[src/rtl/wzad_pkg.sv]
// Package: window geometry, datapath widths, reset values and codes of the z-score detector.
`timescale 1ns / 1ps
package wzad_pkg;

  localparam int WINDOW_DEPTH = 32;
  localparam int PTR_W        = $clog2(WINDOW_DEPTH);
  localparam int SMP_W        = 8;
  localparam int SMP_MAX      = (1 << SMP_W) - 1;
  localparam int SUM_W        = $clog2(WINDOW_DEPTH * SMP_MAX + 1);
  localparam int SQ_W         = $clog2(WINDOW_DEPTH * SMP_MAX * SMP_MAX + 1);
  // N*Q never exceeds (N*255)^2, so twice the sum width holds both N*Q and S*S
  localparam int D_W          = 2 * SUM_W;
  localparam int K_W          = 4;
  localparam int K2_W         = 2 * K_W;
  localparam int P_W          = D_W + K2_W;

  localparam logic [SMP_W-1:0] RESET_SAMPLE = SMP_W'(95);
  localparam logic [SUM_W-1:0] RESET_SUM    = SUM_W'(WINDOW_DEPTH * 95);
  localparam logic [SQ_W-1:0]  RESET_SQ     = SQ_W'(WINDOW_DEPTH * 95 * 95);
  localparam logic [K_W-1:0]   RESET_SIGMAS = K_W'(3);

  localparam int CFG_ADDR_W = 3;
  localparam int CFG_DATA_W = 32;
  localparam logic REG_THRESHOLD_SIGMAS = 1'b0;

  typedef enum logic [1:0] {
    ST_IDLE,
    ST_UPDATE,
    ST_STATS,
    ST_TEST
  } state_t;

endpackage

[src/rtl/wzad_in_if.sv]
// Interface: input sample channel (valid/ready plus heart-rate payload).
`timescale 1ns / 1ps
interface wzad_in_if
  import wzad_pkg::*;
();
  logic             valid;
  logic             ready;
  logic [SMP_W-1:0] heart_rate;

  modport source (output valid, output heart_rate, input ready);
  modport sink   (input valid, input heart_rate, output ready);
endinterface

[src/rtl/wzad_out_if.sv]
// Interface: result channel (valid/ready plus anomaly flag).
`timescale 1ns / 1ps
interface wzad_out_if;
  logic valid;
  logic ready;
  logic anomaly;

  modport source (output valid, output anomaly, input ready);
  modport sink   (input valid, input anomaly, output ready);
endinterface

[src/rtl/window_zscore_anomaly_detector.sv]
// Top level: sliding-window z-score anomaly detector for 8-bit heart-rate samples.
// Flow: each sample passes ring read, sum update, statistics and test; the result is
//   held in an output register until the sink takes it.
// The 4-step sequencer around the ring RAM takes a new sample only in its idle step.
// Reset: synchronous, active low; sums load 32*95 and 32*9025, pointer 0, threshold 3;
//   per-entry valid bits make unwritten ring entries read as 95, so there is no clearing pass.
`timescale 1ns / 1ps
module window_zscore_anomaly_detector
  import wzad_pkg::*;
(
  input  logic                  clk,
  input  logic                  rst_n,
  wzad_in_if.sink               in_ch,
  wzad_out_if.source            out_ch,
  input  logic                  cfg_psel,
  input  logic                  cfg_penable,
  input  logic                  cfg_pwrite,
  input  logic [CFG_ADDR_W-1:0] cfg_paddr,
  input  logic [CFG_DATA_W-1:0] cfg_pwdata,
  output logic [CFG_DATA_W-1:0] cfg_prdata,
  output logic                  cfg_pready
);
  // threshold in whole standard deviations; write only while idle (not enforced by the block)
  logic [K_W-1:0] sigmas;

  wzad_cfg u_cfg (
    .clk     (clk),
    .rst_n   (rst_n),
    .psel    (cfg_psel),
    .penable (cfg_penable),
    .pwrite  (cfg_pwrite),
    .paddr   (cfg_paddr),
    .pwdata  (cfg_pwdata),
    .prdata  (cfg_prdata),
    .pready  (cfg_pready),
    .sigmas  (sigmas)
  );

  // core: ring RAM read-modify-write, exact sums, then
  // anomaly = (N*Q > S*S) && (N*x - S)^2 > k^2 * (N*Q - S*S)
  wzad_core u_core (
    .clk    (clk),
    .rst_n  (rst_n),
    .sigmas (sigmas),
    .in_ch  (in_ch),
    .out_ch (out_ch)
  );
endmodule

[src/rtl/wzad_ram.sv]
// Generic single-write, single-read RAM with registered read data.
`timescale 1ns / 1ps
module wzad_ram #(
  parameter int WIDTH = 8,
  parameter int DEPTH = 32
) (
  input  logic                     clk,
  input  logic                     we,
  input  logic [$clog2(DEPTH)-1:0] waddr,
  input  logic [WIDTH-1:0]         wdata,
  input  logic                     re,
  input  logic [$clog2(DEPTH)-1:0] raddr,
  output logic [WIDTH-1:0]         rdata
);
  logic [WIDTH-1:0] mem [DEPTH];

  always_ff @(posedge clk) begin
    if (we) begin
      mem[waddr] <= wdata;
    end
    if (re) begin
      rdata <= mem[raddr];
    end
  end
endmodule

[src/rtl/wzad_cfg.sv]
// APB-style register port holding the threshold in standard deviations.
`timescale 1ns / 1ps
module wzad_cfg
  import wzad_pkg::*;
(
  input  logic                  clk,
  input  logic                  rst_n,
  input  logic                  psel,
  input  logic                  penable,
  input  logic                  pwrite,
  input  logic [CFG_ADDR_W-1:0] paddr,
  input  logic [CFG_DATA_W-1:0] pwdata,
  output logic [CFG_DATA_W-1:0] prdata,
  output logic                  pready,
  output logic [K_W-1:0]        sigmas
);
  logic [K_W-1:0] sigmas_r;
  logic [K_W-1:0] sigmas_nxt;
  logic           wr_hit;

  assign pready = 1'b1;
  assign wr_hit = psel && penable && pwrite && (paddr[2] == REG_THRESHOLD_SIGMAS);

  always_comb begin
    sigmas_nxt = sigmas_r;
    if (wr_hit) begin
      sigmas_nxt = pwdata[K_W-1:0];
    end
  end

  always_ff @(posedge clk) begin
    if (!rst_n) begin
      sigmas_r <= RESET_SIGMAS;
    end else begin
      sigmas_r <= sigmas_nxt;
    end
  end

  // only one register, decoded on address bit 2: addresses with bit 2 set read as zero
  assign prdata = (paddr[2] == REG_THRESHOLD_SIGMAS) ?
                  {{(CFG_DATA_W-K_W){1'b0}}, sigmas_r} : '0;
  assign sigmas = sigmas_r;
endmodule

[src/rtl/wzad_core.sv]
// Sequencer and datapath: ring read-modify-write, running sums and the integer z-score test.
`timescale 1ns / 1ps
module wzad_core
  import wzad_pkg::*;
(
  input  logic           clk,
  input  logic           rst_n,
  input  logic [K_W-1:0] sigmas,
  wzad_in_if.sink        in_ch,
  wzad_out_if.source     out_ch
);
  state_t                 state_r, state_nxt;
  logic [PTR_W-1:0]       ptr_r, ptr_nxt;
  logic [WINDOW_DEPTH-1:0] vld_r, vld_nxt;
  logic [SUM_W-1:0]       sum_r, sum_nxt;
  logic [SQ_W-1:0]        sq_r, sq_nxt;
  logic [SMP_W-1:0]       x_r, x_nxt;
  logic [D_W-1:0]         d_r, d_nxt;
  logic                   pos_r, pos_nxt;
  logic [SUM_W-1:0]       dev_r, dev_nxt;
  logic [K2_W-1:0]        k2_r, k2_nxt;
  logic                   ovld_r, ovld_nxt;
  logic                   anom_r, anom_nxt;

  logic                   accept;
  logic                   ram_we;
  logic [SMP_W-1:0]       rd_data;
  logic [SMP_W-1:0]       old_smp;
  logic [D_W-1:0]         nq, ss, dev2;
  logic [SUM_W-1:0]       nx;
  logic [P_W-1:0]         kd;
  logic                   hit;

  assign in_ch.ready = (state_r == ST_IDLE);
  assign accept      = in_ch.valid && in_ch.ready;
  assign ram_we      = (state_r == ST_UPDATE);

  wzad_ram #(
    .WIDTH(SMP_W),
    .DEPTH(WINDOW_DEPTH)
  ) u_ring (
    .clk   (clk),
    .we    (ram_we),
    .waddr (ptr_r),
    .wdata (x_r),
    .re    (accept),
    .raddr (ptr_r),
    .rdata (rd_data)
  );

  // entries never written read as the reset sample
  assign old_smp = vld_r[ptr_r] ? rd_data : RESET_SAMPLE;

  assign nq   = D_W'(sq_r) * D_W'(WINDOW_DEPTH);
  assign ss   = D_W'(sum_r) * D_W'(sum_r);
  assign nx   = SUM_W'(x_r) * SUM_W'(WINDOW_DEPTH);
  assign dev2 = D_W'(dev_r) * D_W'(dev_r);
  assign kd   = P_W'(k2_r) * P_W'(d_r);
  assign hit  = pos_r && (P_W'(dev2) > kd);

  always_comb begin
    state_nxt = state_r;
    ptr_nxt   = ptr_r;
    vld_nxt   = vld_r;
    sum_nxt   = sum_r;
    sq_nxt    = sq_r;
    x_nxt     = x_r;
    d_nxt     = d_r;
    pos_nxt   = pos_r;
    dev_nxt   = dev_r;
    k2_nxt    = k2_r;
    anom_nxt  = anom_r;
    ovld_nxt  = ovld_r && !out_ch.ready;
    case (state_r)
      ST_IDLE: begin
        if (accept) begin
          x_nxt     = in_ch.heart_rate;
          state_nxt = ST_UPDATE;
        end
      end
      ST_UPDATE: begin
        // intermediate wrap is harmless: the true sums fit the widths
        sum_nxt = sum_r - SUM_W'(old_smp) + SUM_W'(x_r);
        sq_nxt  = sq_r - SQ_W'(old_smp) * SQ_W'(old_smp) + SQ_W'(x_r) * SQ_W'(x_r);
        vld_nxt[ptr_r] = 1'b1;
        ptr_nxt = (ptr_r == PTR_W'(WINDOW_DEPTH - 1)) ? '0 : ptr_r + PTR_W'(1);
        state_nxt = ST_STATS;
      end
      ST_STATS: begin
        pos_nxt   = nq > ss;
        d_nxt     = nq - ss;
        dev_nxt   = (nx >= sum_r) ? (nx - sum_r) : (sum_r - nx);
        k2_nxt    = K2_W'(sigmas) * K2_W'(sigmas);
        state_nxt = ST_TEST;
      end
      ST_TEST: begin
        // hold here while the previous result is still unclaimed
        if (!ovld_r || out_ch.ready) begin
          ovld_nxt  = 1'b1;
          anom_nxt  = hit;
          state_nxt = ST_IDLE;
        end
      end
      default: begin
        state_nxt = ST_IDLE;
      end
    endcase
  end

  always_ff @(posedge clk) begin
    if (!rst_n) begin
      state_r <= ST_IDLE;
      ptr_r   <= '0;
      vld_r   <= '0;
      sum_r   <= RESET_SUM;
      sq_r    <= RESET_SQ;
      ovld_r  <= 1'b0;
    end else begin
      state_r <= state_nxt;
      ptr_r   <= ptr_nxt;
      vld_r   <= vld_nxt;
      sum_r   <= sum_nxt;
      sq_r    <= sq_nxt;
      ovld_r  <= ovld_nxt;
    end
  end

  always_ff @(posedge clk) begin
    x_r    <= x_nxt;
    d_r    <= d_nxt;
    pos_r  <= pos_nxt;
    dev_r  <= dev_nxt;
    k2_r   <= k2_nxt;
    anom_r <= anom_nxt;
  end

  assign out_ch.valid   = ovld_r;
  assign out_ch.anomaly = anom_r;
endmodule
[src/flat_wrapper.sv]
// flat-port wrapper written by rule: the top's interface ports become plain ports
module window_zscore_anomaly_detector_flat import wzad_pkg::*;
  (clk, rst_n, cfg_psel, cfg_penable, cfg_pwrite, cfg_paddr, cfg_pwdata, cfg_prdata, cfg_pready, in_ch_valid, in_ch_heart_rate, in_ch_ready, out_ch_valid, out_ch_anomaly, out_ch_ready);
  wzad_in_if in_ch_i ();
  wzad_out_if out_ch_i ();
  input  logic clk;
  input  logic rst_n;
  input  logic cfg_psel;
  input  logic cfg_penable;
  input  logic cfg_pwrite;
  input  logic [CFG_ADDR_W-1:0] cfg_paddr;
  input  logic [CFG_DATA_W-1:0] cfg_pwdata;
  output logic [CFG_DATA_W-1:0] cfg_prdata;
  output logic cfg_pready;
  input wire logic [$bits(in_ch_i.valid)-1:0] in_ch_valid;
  input wire logic [$bits(in_ch_i.heart_rate)-1:0] in_ch_heart_rate;
  output wire logic [$bits(in_ch_i.ready)-1:0] in_ch_ready;
  output wire logic [$bits(out_ch_i.valid)-1:0] out_ch_valid;
  output wire logic [$bits(out_ch_i.anomaly)-1:0] out_ch_anomaly;
  input wire logic [$bits(out_ch_i.ready)-1:0] out_ch_ready;
  assign in_ch_i.valid = in_ch_valid;
  assign in_ch_i.heart_rate = in_ch_heart_rate;
  assign in_ch_ready = in_ch_i.ready;
  assign out_ch_valid = out_ch_i.valid;
  assign out_ch_anomaly = out_ch_i.anomaly;
  assign out_ch_i.ready = out_ch_ready;
  window_zscore_anomaly_detector u_core (.clk(clk), .rst_n(rst_n), .in_ch(in_ch_i), .out_ch(out_ch_i), .cfg_psel(cfg_psel), .cfg_penable(cfg_penable), .cfg_pwrite(cfg_pwrite), .cfg_paddr(cfg_paddr), .cfg_pwdata(cfg_pwdata), .cfg_prdata(cfg_prdata), .cfg_pready(cfg_pready));
endmodule
[config.mk]
export PLATFORM = sky130hd
export DESIGN_NAME = window_zscore_anomaly_detector_flat
export DESIGN_NICKNAME = d
export VERILOG_FILES = /design/src/rtl/wzad_pkg.sv /design/src/rtl/wzad_in_if.sv /design/src/rtl/wzad_out_if.sv /design/src/rtl/window_zscore_anomaly_detector.sv /design/src/rtl/wzad_ram.sv /design/src/rtl/wzad_cfg.sv /design/src/rtl/wzad_core.sv /design/src/flat_wrapper.sv
export SDC_FILE = /design/constraint.sdc
export NUM_CORES = 2
export LEC_CHECK = 0
export BUFFER_PORTS_ARGS = -buffer_cell sky130_fd_sc_hd__clkbuf_2
export CAP_MARGIN = 10
export CORE_UTILIZATION = 42
export DETAILED_ROUTE_END_ITERATION = 6
export PLACE_DENSITY = 0.59
export SETUP_SLACK_MARGIN = 0.1
export SLEW_MARGIN = 40
export SYNTH_ARGS = -nofsm -noshare
export SYNTH_HDL_FRONTEND = slang
export SYNTH_SLANG_ARGS = --single-unit
[constraint.sdc]
create_clock -name clk -period 14.9 [get_ports clk]
set_clock_uncertainty 0.15 [all_clocks]
set_input_delay 1.49 -clock clk [delete_from_list [all_inputs] [get_ports clk]]
set_output_delay 1.49 -clock clk [all_outputs]
set_load 0.02 [all_outputs]
==> metrics <==
Total Routing Usage GR=approximately a fifth; Max Fclk=approximately 110 MHz; final net count=~4400; standard-cell rows=about 110; Ys Warns=0; port bufs=26; Cell variety after synth=82; Setup TNS Final=0 ps; Slew @ Worst Pin=roughly 810 ps; critical path depth=24; layout filler cell count=between 8000 and 9000; peak per-stage delay on the critical path=roughly 770 ps; Crit path max-delay family=adder cells; Initial Util=around 42%; critical path class=reg -> reg; # IOs=86; CTS tree=built; first-pass GRT wire length=around 130000 um; Post-Syn Instances=3501; root buffer cell=clkbuf_16; post-DP HPWL=around 63000 um; synthesized area per cell=10.7 sq um; CTS sink count=a little under 400; fin cells=4704; Worst EP required=roughly 15000 ps; Post CTS Setup Buffer Count=0; fraction of layout cells with a size suffix above 1=7.35%; EDFF count, synth=~320; clk buf depth=3; DR vias/cell=around 5.1; largest net degree at the start of global routing=80; status=completed; worst reg2reg path startpoint=u_core.u_core.ptr_r[0]; Crit path arrival time=9760 ps; Critical-path top delay cell=dfxtp_4; GPL Wtd Cong=approximately 0.86; sequential area share after synthesis=29.6%; final wirelength=83100 um; crit-path most repeated cell=fa_1; WHS Path Cells=1; HP Class=reg -> reg; Worst Reg2Reg Path Length in Cells=24; Die Area=around 91000 sq um; Hold Fails Final Rpt=0; Slew Viols, Final=0; ys flop type=edfxtp_1; fin crit period=between 9000 and 10000 ps; Inserted Clock Buffers=43; area added between synthesis and finish=7.65%; Iteration-0 DRC Markers=991; Resized cells post-CTS=0; Pre-antenna DRT Iters=5; Post-CTS Hold Buffers=0; worst hold path endpoint=u_core.u_core.vld_r[30]; Setup crit start kind=register; vias in the first global route=around 25000; H-tree depth=2; worst skew pair latency=600 ps; Post-Syn Area=between 30000 and 40000 sq um; grt total ovfl=0; final setup vio count=0; top post-synthesis cells by area=edfxtp_1, fa_1, ha_1; FFs w/ async S/R, synth=0%; number of diodes=0; Placed Cells incl. Taps=4623; met3 usage=between 1.5 and 2%; RSZ-0062 raised after global routing=false; Routed Antenna Nets=0; Synth area leader=edfxtp_1; DRC violations left=0; Yosys reg bits=just under 400; met1 usage=between 20% and 30%; Core ar.=~89000 sq um; R2R Path End=u_core.u_core.sq_r[20]; routed vias=~24000; initial antenna violation count=0; Max Cap Violations=0; R2R Setup Slk=5520 ps; most used routing layer=met2; WL per Instance=17.7 um; CTS clk-pin slew, worst paths=60 ps; Chip Width=301 um; crit path buf inv count=3; Slew HR=between 40% and 50%; crit path max fanout=47; critical hold path startpoint=u_core.u_core.vld_r[30]; CP Cell Sequence=buf_6 -> mux4_2 -> a22oi_1 -> and3_1 -> nor2b_1 -> nand2_1 -> fa_1 -> fa_1 -> inv_1 -> fa_1 -> fa_1 -> fa_1 -> fa_1 -> inv_1 -> ha_1 -> nand3_1 -> a21oi_1 -> o31ai_1 -> o2bb2ai_1 -> o21a_1 -> a2111oi_0 -> nor4_1 -> or4_1 -> a21boi_1; critical path endpoint category=register; crit share post-route=between 60 and 70%; met2 GRT Util=between 30 and 40%; Die H=301 um; top-area cell type share of the netlist area=about a quarter
[cells in the final DEF (no fill, tap or decap), types with 20 or more instances in the layout]
master,synthesis,routed
inv_1,684,684
fa_1,417,417
ha_1,386,384
edfxtp_1,318,318
nand2_1,246,246
and2_1,189,188
nor2_1,153,125
a21oi_1,116,116
xnor2_1,84,84
dfxtp_1,78,73
mux4_2,72,72
o21a_1,60,60
xor2_1,54,54
nor2b_1,50,49
o21ai_0,47,47
clkbuf_16,0,43
a21o_1,40,40
nor3_1,37,37
a22oi_1,35,35
conb_1,2,34
nand3_1,30,30
nor2_2,0,28
clkbuf_2,0,26
mux2i_1,23,23
a211oi_1,20,20
nand4_1,20,20
buf_4,29,20
[metal layers]
layer | routed length [um] | share of wire, %
met1 | 36000 | 43
met2 | 42000 | 51
met3 | 2300 | 2.8
met4 | 2700 | 3.3
met5 | 0 | 0
[flip-flops by register name (all words and copies together) (netlist names), 2 cells and up]
register / cells
u_core.u_core.state_r: 2
u_core.u_core.ptr_r: 5
u_core.u_core.vld_r: 32
u_core.u_core.u_ring.rdata: 8
u_core.u_cfg.sigmas: 4
u_core.u_core.sq_r: 21
u_core.u_core.d_r: 25
u_core.u_core.x_r: 8
u_core.u_core.dev_r: 12
u_core.u_core.u_ring.mem: 256
u_core.u_core.k2_r: 7
u_core.u_core.sum_r: 13
[worst max-delay path by stage]
| stage | from | endpoint | slack (ps) |
|---|---|---|---|
| after CTS | u_core.u_core.ptr_r[0] | u_core.u_core.sq_r[20] | 5430 |
| after floorplan | u_core.u_core.ptr_r[0] | u_core.u_core.sq_r[20] | 7190 |
| after global routing | u_core.u_core.ptr_r[0] | u_core.u_core.sq_r[20] | 4920 |
| after detailed placement | u_core.u_core.ptr_r[0] | u_core.u_core.sq_r[20] | 5450 |
| after global placement | u_core.u_core.ptr_r[0] | u_core.u_core.sq_r[20] | 5180 |
| final | u_core.u_core.ptr_r[0] | u_core.u_core.sq_r[20] | 5520 |
[synthesized netlist by cell type (all sizes together) (6+ instances only)]
library cell	n
inv	692
mux2	7
or2	8
mux4	72
nand4	20
buf	51
dfxtp	78
o21a	60
nand2	246
nor3	38
clkbuf	75
nand3	30
a22oi	35
xnor2	84
ha	386
o21ai	61
xor2	54
nor2	153
a21oi	116
a21boi	8
a211oi	20
a31oi	14
nor2b	50
a21o	40
o21bai	12
and3	13
and2	189
o211ai	17
nand2b	13
o31ai	14
mux2i	23
or3	13
fa	417
edfxtp	318
nor4	6
[kinds of logic (layout without fill, tap and decap cells)]
family / count (synthesis) / count (layout) / share of synthesized area (%)
simple gates: 802 / 802 / 10.6
xor+xnor: 138 / 138 / 3.22
mux: 102 / 102 / 5.15
other cells: 2 / 34 / 0.0200
buf+inv: 818 / 824 / 8.50
fa+ha+maj: 803 / 803 / 35.1
flops: 396 / 396 / 29.6
compound gates: 440 / 440 / 7.87
[metrics by stage]
stage,utilization (%),setup WS (ps),area (sq um),hold WS (ps)
floorplan,-,7190,37700,285
global placement,43.9,5180,38900,292
detailed placement,44.0,5450,39000,300
CTS,45.6,5430,40400,314
global route,45.7,4920,40500,325
finish,45.7,5520,40500,310
[cell type report]
type	instances	area, sq um	share of cell area [%]
multi-input combinational	2319	23500	58.1
inverter	692	2600	6.42
timing repair buffer	52	352	0.869
tap	1165	1460	3.60
clock buffer	65	1250	3.09
sequential	396	11100	27.5
clock inverter	15	191	0.473
Power is left out: the tool's default activity adds up to more than one toggle a clock period on the data nets, which glitch-free logic cannot reach.
